--- src/pcx_rle_image_decoder_defines.svh ---
// assertion macros for the pcx rle image decoder
// needs a clock named aclk and an active-low reset named aresetn in scope
`ifndef PCX_RLE_IMAGE_DECODER_DEFINES_SVH
`define PCX_RLE_IMAGE_DECODER_DEFINES_SVH

// antecedent implies consequent in the same cycle
`define PCXD_ASSERT_NOW(label, ante, cons) \
    label: assert property (@(posedge aclk) disable iff (!aresetn) (ante) |-> (cons)) \
        else $error("pcxd assertion failed");

// antecedent implies consequent in the next cycle
`define PCXD_ASSERT_NEXT(label, ante, cons) \
    label: assert property (@(posedge aclk) disable iff (!aresetn) (ante) |=> (cons)) \
        else $error("pcxd assertion failed");

`endif

--- src/pcxd_pkg.sv ---
// shared types and constants of the pcx rle image decoder
// used by the controller, the datapath and the top level
package pcxd_pkg;

    localparam int unsigned HEADER_BYTES = 128;
    localparam logic [31:0] PAL_TAIL     = 32'd769;
    localparam logic [31:0] SHORT_ONE    = 32'd897;
    localparam logic [7:0]  MAKER_CODE   = 8'h0A;
    localparam logic [7:0]  PAL_MARK     = 8'h0C;

    // result kinds
    localparam logic [1:0] KIND_IMAGE   = 2'd0;
    localparam logic [1:0] KIND_PALETTE = 2'd1;
    localparam logic [1:0] KIND_STATUS  = 2'd2;

    // status codes
    localparam logic [3:0] ST_OK       = 4'd0;
    localparam logic [3:0] ST_SHORT    = 4'd1;
    localparam logic [3:0] ST_MAKER    = 4'd2;
    localparam logic [3:0] ST_ENCODING = 4'd3;
    localparam logic [3:0] ST_FORMAT   = 4'd4;
    localparam logic [3:0] ST_GEOMETRY = 4'd5;
    localparam logic [3:0] ST_SIZE     = 4'd6;
    localparam logic [3:0] ST_PALETTE  = 4'd7;
    localparam logic [3:0] ST_RUN_CUT  = 4'd8;
    localparam logic [3:0] ST_COUNT    = 4'd9;
    localparam logic [3:0] ST_TRAILING = 4'd10;

    typedef enum logic [6:0] {
        S_IN   = 7'b0000001,
        S_EVAL = 7'b0000010,
        S_CHK1 = 7'b0000100,
        S_CHK2 = 7'b0001000,
        S_CHK3 = 7'b0010000,
        S_RUN  = 7'b0100000,
        S_FIN  = 7'b1000000
    } state_t;

    // controller to datapath
    typedef struct packed {
        logic accept;
        logic eval;
        logic chk1;
        logic chk2;
        logic chk3;
        logic run_step;
        logic fin;
    } cmd_t;

    // datapath to controller
    typedef struct packed {
        logic out_free;
        logic ignore;
        logic hdr_done;
        logic run_start;
        logic run_done;
        logic final_byte;
    } stat_t;

endpackage

--- src/pcxd_ctrl.sv ---
// sequencing state machine of the pcx rle image decoder
// depends on pcxd_pkg for the state, command and status types
module pcxd_ctrl (
    input  logic             aclk,
    input  logic             aresetn,
    input  logic             s_valid,
    output logic             s_ready,
    input  pcxd_pkg::stat_t  stat,
    output pcxd_pkg::cmd_t   cmd
);

    pcxd_pkg::state_t state_reg, state_next;

    // next state and commands
    always_comb begin
        state_next = state_reg;
        cmd        = '0;
        s_ready    = 1'b0;
        case (state_reg)
            pcxd_pkg::S_IN: begin
                s_ready = 1'b1;
                if (s_valid) begin
                    cmd.accept = 1'b1;
                    state_next = pcxd_pkg::S_EVAL;
                end
            end
            pcxd_pkg::S_EVAL: begin
                if (stat.out_free) begin
                    cmd.eval = 1'b1;
                    if (stat.ignore) begin
                        state_next = pcxd_pkg::S_IN;
                    end else if (stat.hdr_done) begin
                        state_next = pcxd_pkg::S_CHK1;
                    end else if (stat.run_start) begin
                        state_next = pcxd_pkg::S_RUN;
                    end else if (stat.final_byte) begin
                        state_next = pcxd_pkg::S_FIN;
                    end else begin
                        state_next = pcxd_pkg::S_IN;
                    end
                end
            end
            pcxd_pkg::S_CHK1: begin
                cmd.chk1   = 1'b1;
                state_next = pcxd_pkg::S_CHK2;
            end
            pcxd_pkg::S_CHK2: begin
                cmd.chk2   = 1'b1;
                state_next = pcxd_pkg::S_CHK3;
            end
            pcxd_pkg::S_CHK3: begin
                cmd.chk3   = 1'b1;
                state_next = stat.final_byte ? pcxd_pkg::S_FIN : pcxd_pkg::S_IN;
            end
            pcxd_pkg::S_RUN: begin
                if (stat.out_free) begin
                    cmd.run_step = 1'b1;
                    if (stat.run_done) begin
                        state_next = stat.final_byte ? pcxd_pkg::S_FIN : pcxd_pkg::S_IN;
                    end
                end
            end
            pcxd_pkg::S_FIN: begin
                if (stat.out_free) begin
                    cmd.fin    = 1'b1;
                    state_next = pcxd_pkg::S_IN;
                end
            end
            default: begin
                state_next = pcxd_pkg::S_IN;
            end
        endcase
    end

    // state register
    always_ff @(posedge aclk) begin
        if (!aresetn) begin
            state_reg <= pcxd_pkg::S_IN;
        end else begin
            state_reg <= state_next;
        end
    end

endmodule

--- src/pcxd_datapath.sv ---
// header capture, header checks, rle expansion counters and result register
// depends on pcxd_pkg; driven by commands from pcxd_ctrl
module pcxd_datapath #(
    parameter int unsigned MAX_LINE_BYTES = 4096,
    parameter int unsigned MAX_PIXELS     = 67108864,
    parameter int unsigned CW             = 12
) (
    input  logic             aclk,
    input  logic             aresetn,
    input  logic             cfg_file_length_we,
    input  logic [31:0]      cfg_file_length,
    input  logic [7:0]       s_byte_value,
    input  pcxd_pkg::cmd_t   cmd,
    output pcxd_pkg::stat_t  stat,
    output logic             m_valid,
    input  logic             m_ready,
    output logic [1:0]       m_kind,
    output logic [7:0]       m_value,
    output logic [15:0]      m_row,
    output logic [11:0]      m_column,
    output logic [1:0]       m_plane,
    output logic             m_keep,
    output logic             m_last,
    output logic [3:0]       m_status,
    output logic [12:0]      m_width,
    output logic [16:0]      m_height,
    output logic [1:0]       m_plane_count,
    output logic [12:0]      m_line_bytes
);

    // configuration and position
    logic [31:0] flen_reg, flen_next;
    logic [31:0] pos_reg, pos_next;
    logic [31:0] p_reg, p_next;
    logic [7:0]  byte_reg, byte_next;
    logic        ign_reg, ign_next;
    logic        fin_reg, fin_next;

    // header fields
    logic [7:0]  maker_reg, maker_next;
    logic [7:0]  enc_reg, enc_next;
    logic [7:0]  bits_reg, bits_next;
    logic [15:0] xmin_reg, xmin_next;
    logic [15:0] ymin_reg, ymin_next;
    logic [15:0] xmax_reg, xmax_next;
    logic [15:0] ymax_reg, ymax_next;
    logic [7:0]  planes_reg, planes_next;
    logic [15:0] bpl_reg, bpl_next;

    // check products
    logic [33:0] wh_reg, wh_next;
    logic [32:0] bh_reg, bh_next;

    // decode state
    logic [31:0]   exp_reg, exp_next;
    logic [31:0]   dec_reg, dec_next;
    logic [15:0]   row_reg, row_next;
    logic [1:0]    plane_reg, plane_next;
    logic [CW-1:0] col_reg, col_next;
    logic          pend_reg, pend_next;
    logic [5:0]    cnt_reg, cnt_next;
    logic [5:0]    left_reg, left_next;
    logic [3:0]    err_reg, err_next;

    // result register
    logic        mv_reg, mv_next;
    logic [1:0]  kind_reg, kind_next;
    logic [7:0]  val_reg, val_next;
    logic [15:0] orow_reg, orow_next;
    logic [11:0] ocol_reg, ocol_next;
    logic [1:0]  opl_reg, opl_next;
    logic        keep_reg, keep_next;
    logic        last_reg, last_next;
    logic [3:0]  ost_reg, ost_next;
    logic [12:0] ow_reg, ow_next;
    logic [16:0] oh_reg, oh_next;
    logic [1:0]  opc_reg, opc_next;
    logic [12:0] olb_reg, olb_next;

    // geometry
    logic [17:0] w18, h18, bpl18;
    logic        w_pos, h_pos, hdr_ok, in_hdr, out_free;
    logic [31:0] tail_start, room, exp3;
    logic [16:0] col17, col_inc;
    logic [7:0]  plane_inc;
    logic        img_keep;
    logic [5:0]  run_n;
    logic        run_cut;
    logic [3:0]  e1, e2, e3;
    logic        fin_ok;

    assign w18      = {2'b00, xmax_reg} - {2'b00, xmin_reg} + 18'd1;
    assign h18      = {2'b00, ymax_reg} - {2'b00, ymin_reg} + 18'd1;
    assign bpl18    = {2'b00, bpl_reg};
    assign w_pos    = !w18[17] && (w18 != 18'd0);
    assign h_pos    = !h18[17] && (h18 != 18'd0);
    assign hdr_ok   = (err_reg == pcxd_pkg::ST_OK) || (err_reg >= pcxd_pkg::ST_PALETTE);
    assign in_hdr   = (p_reg < 32'(pcxd_pkg::HEADER_BYTES));
    assign out_free = !mv_reg || m_ready;
    assign room     = exp_reg - dec_reg;
    assign exp3     = bh_reg[31:0] + {bh_reg[30:0], 1'b0};

    // end of image data, palette tail for one plane
    always_comb begin
        if (planes_reg == 8'd1) begin
            tail_start = (flen_reg >= pcxd_pkg::PAL_TAIL) ? flen_reg - pcxd_pkg::PAL_TAIL : 32'd0;
        end else begin
            tail_start = flen_reg;
        end
    end

    // position advance of one image byte
    assign col17     = {{(17-CW){1'b0}}, col_reg};
    assign col_inc   = col17 + 17'd1;
    assign plane_inc = {6'd0, plane_reg} + 8'd1;
    assign img_keep  = {1'b0, col17} < w18;

    // run length clipped to the bytes still expected
    assign run_cut = {26'd0, cnt_reg} > room;
    assign run_n   = run_cut ? room[5:0] : cnt_reg;

    // final error sequence
    always_comb begin
        e1 = err_reg;
        if (flen_reg < 32'(pcxd_pkg::HEADER_BYTES) && e1 == pcxd_pkg::ST_OK) begin
            e1 = pcxd_pkg::ST_SHORT;
        end
        fin_ok = (e1 == pcxd_pkg::ST_OK) || (e1 >= pcxd_pkg::ST_PALETTE);
        e2 = e1;
        if (fin_ok && pend_reg && e2 == pcxd_pkg::ST_OK) begin
            e2 = pcxd_pkg::ST_RUN_CUT;
        end
        e3 = e2;
        if (fin_ok && dec_reg != exp_reg && e3 == pcxd_pkg::ST_OK) begin
            e3 = pcxd_pkg::ST_COUNT;
        end
    end

    // status to the controller
    always_comb begin
        stat.out_free   = out_free;
        stat.ignore     = ign_reg;
        stat.hdr_done   = in_hdr && (p_reg[6:0] == 7'(pcxd_pkg::HEADER_BYTES - 1));
        stat.run_start  = !in_hdr && hdr_ok && (p_reg < tail_start) && pend_reg
                          && (run_n != 6'd0);
        stat.run_done   = (left_reg == 6'd1);
        stat.final_byte = fin_reg;
    end

    // next values
    always_comb begin
        logic emit_img;
        logic emit_pal;
        emit_img    = 1'b0;
        emit_pal    = 1'b0;
        flen_next   = cfg_file_length_we ? cfg_file_length : flen_reg;
        pos_next    = pos_reg;
        p_next      = p_reg;
        byte_next   = byte_reg;
        ign_next    = ign_reg;
        fin_next    = fin_reg;
        maker_next  = maker_reg;
        enc_next    = enc_reg;
        bits_next   = bits_reg;
        xmin_next   = xmin_reg;
        ymin_next   = ymin_reg;
        xmax_next   = xmax_reg;
        ymax_next   = ymax_reg;
        planes_next = planes_reg;
        bpl_next    = bpl_reg;
        wh_next     = wh_reg;
        bh_next     = bh_reg;
        exp_next    = exp_reg;
        dec_next    = dec_reg;
        row_next    = row_reg;
        plane_next  = plane_reg;
        col_next    = col_reg;
        pend_next   = pend_reg;
        cnt_next    = cnt_reg;
        left_next   = left_reg;
        err_next    = err_reg;
        mv_next     = m_ready ? 1'b0 : mv_reg;
        kind_next   = kind_reg;
        val_next    = val_reg;
        orow_next   = orow_reg;
        ocol_next   = ocol_reg;
        opl_next    = opl_reg;
        keep_next   = keep_reg;
        last_next   = last_reg;
        ost_next    = ost_reg;
        ow_next     = ow_reg;
        oh_next     = oh_reg;
        opc_next    = opc_reg;
        olb_next    = olb_reg;

        // take the item and note its position
        if (cmd.accept) begin
            byte_next = s_byte_value;
            p_next    = pos_reg;
            ign_next  = (pos_reg >= flen_reg);
            fin_next  = (pos_reg < flen_reg) && (pos_reg == flen_reg - 32'd1);
            if (pos_reg < flen_reg) begin
                pos_next = pos_reg + 32'd1;
            end
        end

        // one byte of header or data
        if (cmd.eval && !ign_reg) begin
            if (in_hdr) begin
                case (p_reg[6:0])
                    7'd0:  maker_next       = byte_reg;
                    7'd2:  enc_next         = byte_reg;
                    7'd3:  bits_next        = byte_reg;
                    7'd4:  xmin_next[7:0]   = byte_reg;
                    7'd5:  xmin_next[15:8]  = byte_reg;
                    7'd6:  ymin_next[7:0]   = byte_reg;
                    7'd7:  ymin_next[15:8]  = byte_reg;
                    7'd8:  xmax_next[7:0]   = byte_reg;
                    7'd9:  xmax_next[15:8]  = byte_reg;
                    7'd10: ymax_next[7:0]   = byte_reg;
                    7'd11: ymax_next[15:8]  = byte_reg;
                    7'd65: planes_next      = byte_reg;
                    7'd66: bpl_next[7:0]    = byte_reg;
                    7'd67: bpl_next[15:8]   = byte_reg;
                    default: begin
                    end
                endcase
            end else if (hdr_ok) begin
                if (p_reg < tail_start) begin
                    if (pend_reg) begin
                        pend_next = 1'b0;
                        left_next = run_n;
                        if (run_cut && err_reg == pcxd_pkg::ST_OK) begin
                            err_next = pcxd_pkg::ST_RUN_CUT;
                        end
                    end else if (dec_reg >= exp_reg) begin
                        if (err_reg == pcxd_pkg::ST_OK) begin
                            err_next = pcxd_pkg::ST_TRAILING;
                        end
                    end else if (byte_reg[7:6] == 2'b11) begin
                        pend_next = 1'b1;
                        cnt_next  = byte_reg[5:0];
                    end else begin
                        emit_img = 1'b1;
                    end
                end else if (p_reg == tail_start) begin
                    pend_next = 1'b0;
                    if (pend_reg && err_reg == pcxd_pkg::ST_OK) begin
                        err_next = pcxd_pkg::ST_RUN_CUT;
                    end
                    if (byte_reg != pcxd_pkg::PAL_MARK) begin
                        err_next = pcxd_pkg::ST_PALETTE;
                    end
                end else if (err_reg != pcxd_pkg::ST_PALETTE) begin
                    emit_pal = 1'b1;
                end
            end
        end

        // expanded run bytes
        if (cmd.run_step) begin
            emit_img  = 1'b1;
            left_next = left_reg - 6'd1;
        end

        // image byte into the result register
        if (emit_img) begin
            mv_next   = 1'b1;
            kind_next = pcxd_pkg::KIND_IMAGE;
            val_next  = byte_reg;
            orow_next = row_reg;
            ocol_next = col17[11:0];
            opl_next  = plane_reg;
            keep_next = img_keep;
            last_next = !fin_reg && !(cmd.run_step && left_reg != 6'd1);
            ost_next  = pcxd_pkg::ST_OK;
            ow_next   = '0;
            oh_next   = '0;
            opc_next  = '0;
            olb_next  = '0;
            dec_next  = dec_reg + 32'd1;
            if (col_inc >= {1'b0, bpl_reg}) begin
                col_next = '0;
                if (plane_inc >= planes_reg) begin
                    plane_next = '0;
                    row_next   = row_reg + 16'd1;
                end else begin
                    plane_next = plane_inc[1:0];
                end
            end else begin
                col_next = col_inc[CW-1:0];
            end
        end

        // palette byte into the result register
        if (emit_pal) begin
            mv_next   = 1'b1;
            kind_next = pcxd_pkg::KIND_PALETTE;
            val_next  = byte_reg;
            orow_next = '0;
            ocol_next = 12'(p_reg - tail_start - 32'd1);
            opl_next  = '0;
            keep_next = 1'b0;
            last_next = !fin_reg;
            ost_next  = pcxd_pkg::ST_OK;
            ow_next   = '0;
            oh_next   = '0;
            opc_next  = '0;
            olb_next  = '0;
        end

        // header check over three steps
        if (cmd.chk1) begin
            wh_next = w18[16:0] * h18[16:0];
        end
        if (cmd.chk2) begin
            bh_next = bpl_reg * h18[16:0];
        end
        if (cmd.chk3) begin
            if (maker_reg != pcxd_pkg::MAKER_CODE) begin
                err_next = pcxd_pkg::ST_MAKER;
            end else if (enc_reg != 8'd1) begin
                err_next = pcxd_pkg::ST_ENCODING;
            end else if (bits_reg != 8'd8 || (planes_reg != 8'd1 && planes_reg != 8'd3)) begin
                err_next = pcxd_pkg::ST_FORMAT;
            end else if (!w_pos || !h_pos || bpl18 < w18
                         || 32'(bpl_reg) > 32'(MAX_LINE_BYTES)) begin
                err_next = pcxd_pkg::ST_GEOMETRY;
            end else if (wh_reg > 34'(MAX_PIXELS)) begin
                err_next = pcxd_pkg::ST_SIZE;
            end else if (planes_reg == 8'd1 && flen_reg < pcxd_pkg::SHORT_ONE) begin
                err_next = pcxd_pkg::ST_SHORT;
            end else begin
                exp_next = (planes_reg == 8'd3) ? exp3 : bh_reg[31:0];
            end
        end

        // final status
        if (cmd.fin) begin
            err_next  = e3;
            if (fin_ok) begin
                pend_next = 1'b0;
            end
            mv_next   = 1'b1;
            kind_next = pcxd_pkg::KIND_STATUS;
            val_next  = '0;
            orow_next = '0;
            ocol_next = '0;
            opl_next  = '0;
            keep_next = 1'b0;
            last_next = 1'b1;
            ost_next  = e3;
            if (e3 == pcxd_pkg::ST_OK) begin
                ow_next  = w18[12:0];
                oh_next  = h18[16:0];
                opc_next = planes_reg[1:0];
                olb_next = bpl_reg[12:0];
            end else begin
                ow_next  = '0;
                oh_next  = '0;
                opc_next = '0;
                olb_next = '0;
            end
        end
    end

    // control and state registers
    always_ff @(posedge aclk) begin
        if (!aresetn) begin
            flen_reg   <= '0;
            pos_reg    <= '0;
            ign_reg    <= 1'b0;
            fin_reg    <= 1'b0;
            maker_reg  <= '0;
            enc_reg    <= '0;
            bits_reg   <= '0;
            xmin_reg   <= '0;
            ymin_reg   <= '0;
            xmax_reg   <= '0;
            ymax_reg   <= '0;
            planes_reg <= '0;
            bpl_reg    <= '0;
            exp_reg    <= '0;
            dec_reg    <= '0;
            row_reg    <= '0;
            plane_reg  <= '0;
            col_reg    <= '0;
            pend_reg   <= 1'b0;
            cnt_reg    <= '0;
            left_reg   <= '0;
            err_reg    <= pcxd_pkg::ST_OK;
            mv_reg     <= 1'b0;
        end else begin
            flen_reg   <= flen_next;
            pos_reg    <= pos_next;
            ign_reg    <= ign_next;
            fin_reg    <= fin_next;
            maker_reg  <= maker_next;
            enc_reg    <= enc_next;
            bits_reg   <= bits_next;
            xmin_reg   <= xmin_next;
            ymin_reg   <= ymin_next;
            xmax_reg   <= xmax_next;
            ymax_reg   <= ymax_next;
            planes_reg <= planes_next;
            bpl_reg    <= bpl_next;
            exp_reg    <= exp_next;
            dec_reg    <= dec_next;
            row_reg    <= row_next;
            plane_reg  <= plane_next;
            col_reg    <= col_next;
            pend_reg   <= pend_next;
            cnt_reg    <= cnt_next;
            left_reg   <= left_next;
            err_reg    <= err_next;
            mv_reg     <= mv_next;
        end
    end

    // payload registers
    always_ff @(posedge aclk) begin
        p_reg    <= p_next;
        byte_reg <= byte_next;
        wh_reg   <= wh_next;
        bh_reg   <= bh_next;
        kind_reg <= kind_next;
        val_reg  <= val_next;
        orow_reg <= orow_next;
        ocol_reg <= ocol_next;
        opl_reg  <= opl_next;
        keep_reg <= keep_next;
        last_reg <= last_next;
        ost_reg  <= ost_next;
        ow_reg   <= ow_next;
        oh_reg   <= oh_next;
        opc_reg  <= opc_next;
        olb_reg  <= olb_next;
    end

    assign m_valid       = mv_reg;
    assign m_kind        = kind_reg;
    assign m_value       = val_reg;
    assign m_row         = orow_reg;
    assign m_column      = ocol_reg;
    assign m_plane       = opl_reg;
    assign m_keep        = keep_reg;
    assign m_last        = last_reg;
    assign m_status      = ost_reg;
    assign m_width       = ow_reg;
    assign m_height      = oh_reg;
    assign m_plane_count = opc_reg;
    assign m_line_bytes  = olb_reg;

endmodule

--- src/pcx_rle_image_decoder.sv ---
// PCX 8-bit RLE image decoder, one file byte per input item.
// Write cfg_file_length with the file size while idle, then stream the file
// on s_byte_value (valid/ready). Results leave on the m_ channel through one
// output register: image bytes tagged with row, plane, column and keep,
// palette bytes for one-plane files, and one final status item with the
// image size on the last file byte. m_last marks the last result of an item.
// Each input item is accepted, then evaluated; a run header byte produces
// nothing, its following byte then emits one result per cycle (up to 63)
// while input is held off and the receiver takes them. After the 128th
// header byte the header check forms its two products in turn and then
// tests the fields; the last file byte is followed by the status item.
// The evaluate, run and status steps wait while the output register holds
// an item that the receiver has not taken, so a stalled receiver stalls
// the input. A literal or palette byte enters the output register in its
// evaluate step, a run's bytes in the run state, and a status item in the
// final state, after the header check when the last byte ends the header.
// Reset (aresetn low, synchronous) clears the file length, the position and
// all decode state; a new file needs a reset before it starts.
// Bytes beyond the file length are taken and give no results.
module pcx_rle_image_decoder #(
    parameter int unsigned MAX_LINE_BYTES = 4096,
    parameter int unsigned MAX_PIXELS     = 67108864
) (
    input  logic        aclk,
    input  logic        aresetn,
    input  logic        cfg_file_length_we,
    input  logic [31:0] cfg_file_length,
    input  logic        s_valid,
    output logic        s_ready,
    input  logic [7:0]  s_byte_value,
    output logic        m_valid,
    input  logic        m_ready,
    output logic [1:0]  m_kind,
    output logic [7:0]  m_value,
    output logic [15:0] m_row,
    output logic [11:0] m_column,
    output logic [1:0]  m_plane,
    output logic        m_keep,
    output logic        m_last,
    output logic [3:0]  m_status,
    output logic [12:0] m_width,
    output logic [16:0] m_height,
    output logic [1:0]  m_plane_count,
    output logic [12:0] m_line_bytes
);

    `include "pcx_rle_image_decoder_defines.svh"

    localparam int unsigned CW = $clog2(MAX_LINE_BYTES);

    pcxd_pkg::cmd_t  cmd;
    pcxd_pkg::stat_t stat;

    // sequencer
    pcxd_ctrl u_ctrl (
        .aclk    (aclk),
        .aresetn (aresetn),
        .s_valid (s_valid),
        .s_ready (s_ready),
        .stat    (stat),
        .cmd     (cmd)
    );

    // decode datapath
    pcxd_datapath #(
        .MAX_LINE_BYTES (MAX_LINE_BYTES),
        .MAX_PIXELS     (MAX_PIXELS),
        .CW             (CW)
    ) u_dp (
        .aclk               (aclk),
        .aresetn            (aresetn),
        .cfg_file_length_we (cfg_file_length_we),
        .cfg_file_length    (cfg_file_length),
        .s_byte_value       (s_byte_value),
        .cmd                (cmd),
        .stat               (stat),
        .m_valid            (m_valid),
        .m_ready            (m_ready),
        .m_kind             (m_kind),
        .m_value            (m_value),
        .m_row              (m_row),
        .m_column           (m_column),
        .m_plane            (m_plane),
        .m_keep             (m_keep),
        .m_last             (m_last),
        .m_status           (m_status),
        .m_width            (m_width),
        .m_height           (m_height),
        .m_plane_count      (m_plane_count),
        .m_line_bytes       (m_line_bytes)
    );

    // one item at a time: an accepted item is evaluated before the next
    `PCXD_ASSERT_NEXT(a_one_item, s_valid && s_ready, !s_ready)
    // a status item always closes its input item
    `PCXD_ASSERT_NOW(a_status_last, m_valid && m_kind == pcxd_pkg::KIND_STATUS, m_last)
    // only a status item carries a status code
    `PCXD_ASSERT_NOW(a_status_zero, m_valid && m_kind != pcxd_pkg::KIND_STATUS,
                     m_status == pcxd_pkg::ST_OK)

endmodule
--- config.mk ---
export PLATFORM = sky130hd
export DESIGN_NAME = pcx_rle_image_decoder
export DESIGN_NICKNAME = d
export VERILOG_FILES = /design/src/pcxd_pkg.sv /design/src/pcxd_ctrl.sv /design/src/pcxd_datapath.sv /design/src/pcx_rle_image_decoder.sv
export VERILOG_INCLUDE_DIRS = /design/src /design/src/src
export SDC_FILE = /design/constraint.sdc
export NUM_CORES = 2
export LEC_CHECK = 0
export ABC_CLOCK_PERIOD_IN_PS = 8850
export BUFFER_PORTS_ARGS = -buffer_cell sky130_fd_sc_hd__buf_2
export CAP_MARGIN = 20
export CORE_ASPECT_RATIO = 0.5
export CORE_MARGIN = 5
export CORE_UTILIZATION = 43
export DETAILED_ROUTE_END_ITERATION = 10
export PLACE_DENSITY_LB_ADDON = 0.08
export SLEW_MARGIN = 20
export SYNTH_ARGS = -nofsm -noshare
export SYNTH_HDL_FRONTEND = slang
export SYNTH_SLANG_ARGS = --single-unit
--- constraint.sdc ---
create_clock -name aclk -period 8.85 [get_ports aclk]
set_clock_uncertainty 0.15 [all_clocks]
set_input_delay 0 -clock aclk [delete_from_list [all_inputs] [get_ports aclk]]
set_output_delay 0 -clock aclk [all_outputs]
set_load 0.03 [all_outputs]
==> flow_summary.rst <==
.. list-table::
   :header-rows: 1

   * - Metric
     - Value
   * - Number of DRC markers in iteration 0
     - approximately 3000
   * - Largest fanout on the critical path
     - 4
   * - Total number of vias
     - around 40000
   * - Distinct cells, synth
     - slightly above 80
   * - Final GP Congestion
     - roughly 0.93
   * - Boundary pin count
     - ~140
   * - Vias per std cell
     - 5.391
   * - Reg2Reg Capture Point
     - u_dp.wh_reg[31]$_DFFE_PP_
   * - Half-perimeter wire length after detailed placement
     - approximately 120000 um
   * - Violations in the final reports
     - setup timing
   * - Number of buffers created by CTS
     - 52
   * - Proportion of register bits with asynchronous set or reset after synthesis
     - 0%
   * - Unrepaired setup endpoints after global routing
     - yes
   * - Final standard cell area without fillers
     - approximately 56000 um2
   * - Number of sinks driven by the clock tree
     - approximately 500
   * - Final count of negative-setup-slack endpoints
     - 6
   * - Crit path arrival time
     - approximately 9 ns
   * - Pin count of the biggest net entering global routing
     - a little over 90
   * - Detail-routed net length per standard cell
     - around 20 um
   * - Share of the synthesized area in the top cell type
     - between 10% and 20%
   * - Flip-flop count of the largest register after layout
     - 34
   * - Required arrival time at the worst endpoint
     - around 9.1 ns
   * - First-pass GRT wire length
     - 243600 um
   * - Worst Path Buf+Inv
     - 9
   * - Vias in the first global route
     - 41560
   * - Number of detailed-route iterations in the first pass
     - 5
   * - Dpl cell area
     - approximately 53000 um2
   * - Antenna Violating Nets Remaining
     - 0
   * - Die ar.
     - ~120000 um2
   * - Slowest stage cell on the critical path
     - sky130_fd_sc_hd__fa_2
   * - Post-synthesis sequential element count
     - 494
   * - Final non-filler cell total
     - approximately 7600
   * - Number of antenna violations at the first check in global routing
     - 4
   * - Gate family responsible for the most delay along the worst path
     - adder cells
   * - Fmax achieved
     - between 0.1 and 0.15 GHz
   * - Top FF cell, synth
     - sky130_fd_sc_hd__dfxtp_1
   * - Worst setup SP type
     - flop
   * - Origin of the worst min-delay path
     - m_ready
   * - Fillers
     - 10420
   * - Slew @ Worst Pin
     - around 1.1 ns
   * - Sequential element share of the synthesized area
     - a little under a quarter
   * - Synthesis Warnings
     - 0
   * - Clock Latency Late Sink
     - between 0.6 and 0.7 ns
   * - Utilization after layout
     - between 50% and 60%
   * - Quantity of I/O buffers inserted on ports
     - ~140
   * - Worst reg2reg path depth
     - 37
   * - Mean instance size in the synthesized netlist
     - about 8.5 um2
   * - Worst Hold Margin
     - 0.1778 ns
   * - Final antenna diode count
     - 0
   * - Count of flip-flops with a built-in enable after synthesis
     - ~160
   * - Min-delay worst type
     - in -> reg
   * - Top cells by area in the synthesized netlist
     - sky130_fd_sc_hd__fa_1, sky130_fd_sc_hd__dfxtp_1, sky130_fd_sc_hd__ha_1
   * - Relative area change from synthesis to final layout
     - 17.95%
   * - GRT Residual Overflow
     - 0
   * - Slowest Stage Delay on Critical Path
     - between 0.5 and 0.6 ns
   * - Max clock buf depth
     - 3
   * - Final Power
     - 5.558 mW
   * - Number of remaining DRC errors
     - 0
   * - Ratio of total power to cell area
     - ~100 nW/um2
   * - Fraction of the cycle the final worst path needs
     - 100.7%
   * - Max Slew Vio Count
     - 0
   * - Number of hold violations in the final report
     - 0
   * - Run status
     - finished with violations
   * - Number of nets at the end of the flow
     - around 7000
   * - Max Cap Violations
     - 0
   * - Dominant cell type by area after synthesis
     - sky130_fd_sc_hd__fa_1
   * - Die Y-Extent
     - about 250 um
   * - Row count
     - 86
   * - Initial cell density of the core
     - between 40 and 50%
   * - Core Box Area
     - roughly 110000 um2
   * - Cell area after technology mapping
     - 47870 um2
   * - Placed insts
     - 7360
   * - Hold path cells
     - 4
   * - Clock Tree Root
     - sky130_fd_sc_hd__clkbuf_16
   * - Die span in x
     - ~480 um
   * - Classification of the worst setup path
     - reg -> reg
   * - Clock transition at the registers of the reported paths
     - approximately 0.07 ns
   * - CP Capture Type
     - flop
   * - Clock tree from TritonCTS
     - yes
   * - Fraction of layout cells with a size suffix above 1
     - a little over an eighth
   * - Maximum vdd ir drop
     - between 0.15 and 0.2 mV
   * - Flop-to-flop setup slack
     - -0.07 ns
   * - Post-layout minimum cycle time
     - 8.916 ns
   * - Reg-to-reg critical path startpoint
     - u_dp.ymax_reg[0]$_SDFFE_PN0P_
   * - Slew HR
     - about 27%
   * - Worst path setup slack after routing
     - -0.06606 ns
   * - Register Area
     - between 10000 and 15000 um2
   * - WL final
     - about 160000 um
   * - H-tree levels
     - 2
   * - Total Routing Usage GR
     - 26.30%
   * - Area of the multi-input gates
     - approximately 34000 um2
   * - Endpoint of the worst hold path
     - u_dp.m_valid$_SDFFE_PN0P_
   * - Nets in the synthesized netlist
     - 6539
   * - Synthesized netlist cell count
     - 5630
   * - Leakage
     - roughly 25 nW
[area by class of cell]
type,count,share of cell area [%]
Tap cell,1496,3.315
Timing Repair Buffer,644,8.707
Multi-Input combinational cell,4143,59.49
Inverter,739,4.922
Sequential cell,494,20.27
Clock inverter,29,0.6471
Clock buffer,69,2.653
[cells in the final DEF (no fill, tap or decap), types with 19 or more instances in the layout]
master / synthesis / final
sky130_fd_sc_hd__nand2_1: 749 / 741
sky130_fd_sc_hd__inv_1: 731 / 708
sky130_fd_sc_hd__nor2_1: 534 / 527
sky130_fd_sc_hd__fa_1: 436 / 425
sky130_fd_sc_hd__ha_1: 428 / 415
sky130_fd_sc_hd__buf_4: 0 / 372
sky130_fd_sc_hd__dfxtp_1: 339 / 336
sky130_fd_sc_hd__a21oi_1: 310 / 293
sky130_fd_sc_hd__xnor2_1: 193 / 174
sky130_fd_sc_hd__edfxtp_1: 155 / 155
sky130_fd_sc_hd__buf_2: 3 / 136
sky130_fd_sc_hd__nand3_1: 126 / 125
sky130_fd_sc_hd__o21ai_0: 130 / 124
sky130_fd_sc_hd__mux2i_1: 116 / 116
sky130_fd_sc_hd__dlygate4sd3_1: 0 / 115
sky130_fd_sc_hd__and2_1: 112 / 110
sky130_fd_sc_hd__a21o_1: 98 / 98
sky130_fd_sc_hd__xor2_1: 95 / 85
sky130_fd_sc_hd__nor3_1: 82 / 79
sky130_fd_sc_hd__nand4_1: 63 / 63
sky130_fd_sc_hd__nor4_1: 58 / 56
sky130_fd_sc_hd__nand2b_1: 54 / 54
sky130_fd_sc_hd__clkbuf_16: 0 / 53
sky130_fd_sc_hd__and3_1: 54 / 50
sky130_fd_sc_hd__or3_1: 43 / 43
sky130_fd_sc_hd__o21a_1: 42 / 42
sky130_fd_sc_hd__o31ai_1: 42 / 40
sky130_fd_sc_hd__nor2b_1: 33 / 31
sky130_fd_sc_hd__a211oi_1: 32 / 29
sky130_fd_sc_hd__o21bai_1: 27 / 26
sky130_fd_sc_hd__o211ai_1: 25 / 25
sky130_fd_sc_hd__inv_2: 1 / 23
sky130_fd_sc_hd__a31oi_1: 22 / 19
[worst max path at each step]
stage                                             start                   endpoint  cells after the start
after detailed placement  u_dp.ymax_reg[0]$_SDFFE_PN0P_  u_dp.wh_reg[32]$_DFFE_PP_                     34
after CTS                 u_dp.ymax_reg[0]$_SDFFE_PN0P_  u_dp.wh_reg[32]$_DFFE_PP_                     36
after global placement    u_dp.xmax_reg[0]$_SDFFE_PN0P_  u_dp.wh_reg[32]$_DFFE_PP_                     38
after floorplan           u_dp.ymax_reg[0]$_SDFFE_PN0P_  u_dp.wh_reg[32]$_DFFE_PP_                     36
after global routing      u_dp.ymax_reg[0]$_SDFFE_PN0P_  u_dp.wh_reg[31]$_DFFE_PP_                     39
final                     u_dp.ymax_reg[0]$_SDFFE_PN0P_  u_dp.wh_reg[31]$_DFFE_PP_                     37
[tightest hold or removal path, stage by stage]
cell and delay (ns):
sky130_fd_sc_hd__dlygate4sd3_1 0.53, sky130_fd_sc_hd__buf_2 0.15, sky130_fd_sc_hd__nor2b_1 0.10, sky130_fd_sc_hd__o21a_1 0.19
[per-stage QoR]
step / TNS [ns] / worst slack (ns)
3_5_place_dp: -2.696 / -0.3801
6_report: -0.2125 / -0.06606
2_1_floorplan: -0.04068 / -0.04068
4_1_cts: -0.2410 / -0.1323
5_1_grt: -3.594 / -0.3663
3_3_place_gp: -2.410 / -0.4040
[timing repair]
action / in CTS / in global routing
pin swaps: 74 / 84
gates resized for setup: 64 / 76
buffers inserted: 22 / 19
hold buffers: 115 / 0
setup endpoints to repair: 16 / 26
hold endpoints to repair: 103 / 0
[metal layers]
layer | global-route usage [%] | share of wire, %
met1 | 37.75 | 47
met2 | 42.18 | 44
met3 | 3.811 | 5.8
met4 | 5.666 | 2.3
met5 | 0 | 0.0083
[cells in the mapped netlist, types with 54 or more instances]
library cell and n:
sky130_fd_sc_hd__nand2_1 749, sky130_fd_sc_hd__a21oi_1 310, sky130_fd_sc_hd__nand2b_1 54, sky130_fd_sc_hd__a21o_1 98
sky130_fd_sc_hd__and2_1 112, sky130_fd_sc_hd__xnor2_1 193, sky130_fd_sc_hd__nor3_1 82, sky130_fd_sc_hd__nor4_1 58
sky130_fd_sc_hd__fa_1 436, sky130_fd_sc_hd__inv_1 731, sky130_fd_sc_hd__dfxtp_1 339, sky130_fd_sc_hd__ha_1 428
sky130_fd_sc_hd__nand4_1 63, sky130_fd_sc_hd__nor2_1 534, sky130_fd_sc_hd__and3_1 54, sky130_fd_sc_hd__nand3_1 126
sky130_fd_sc_hd__edfxtp_1 155, sky130_fd_sc_hd__mux2i_1 116, sky130_fd_sc_hd__o21ai_0 130, sky130_fd_sc_hd__xor2_1 95
sky130_fd_sc_hd__clkbuf_1 239
[cell families after synthesis]
family / synth area share, %
simple gates: 19.22
buf+inv: 7.794
compound gates: 11.79
fa+ha+maj: 29.42
flops: 23.90
xor+xnor: 5.269
mux: 2.606
[power by group]
part | internal (mW) | total [mW] | switching, mW
logic | 0.229 | 0.646 | 0.417
clock network | 1.36 | 2.42 | 1.06
registers | 2.42 | 2.49 | 0.0744
(Power assumes the default switching activity.)
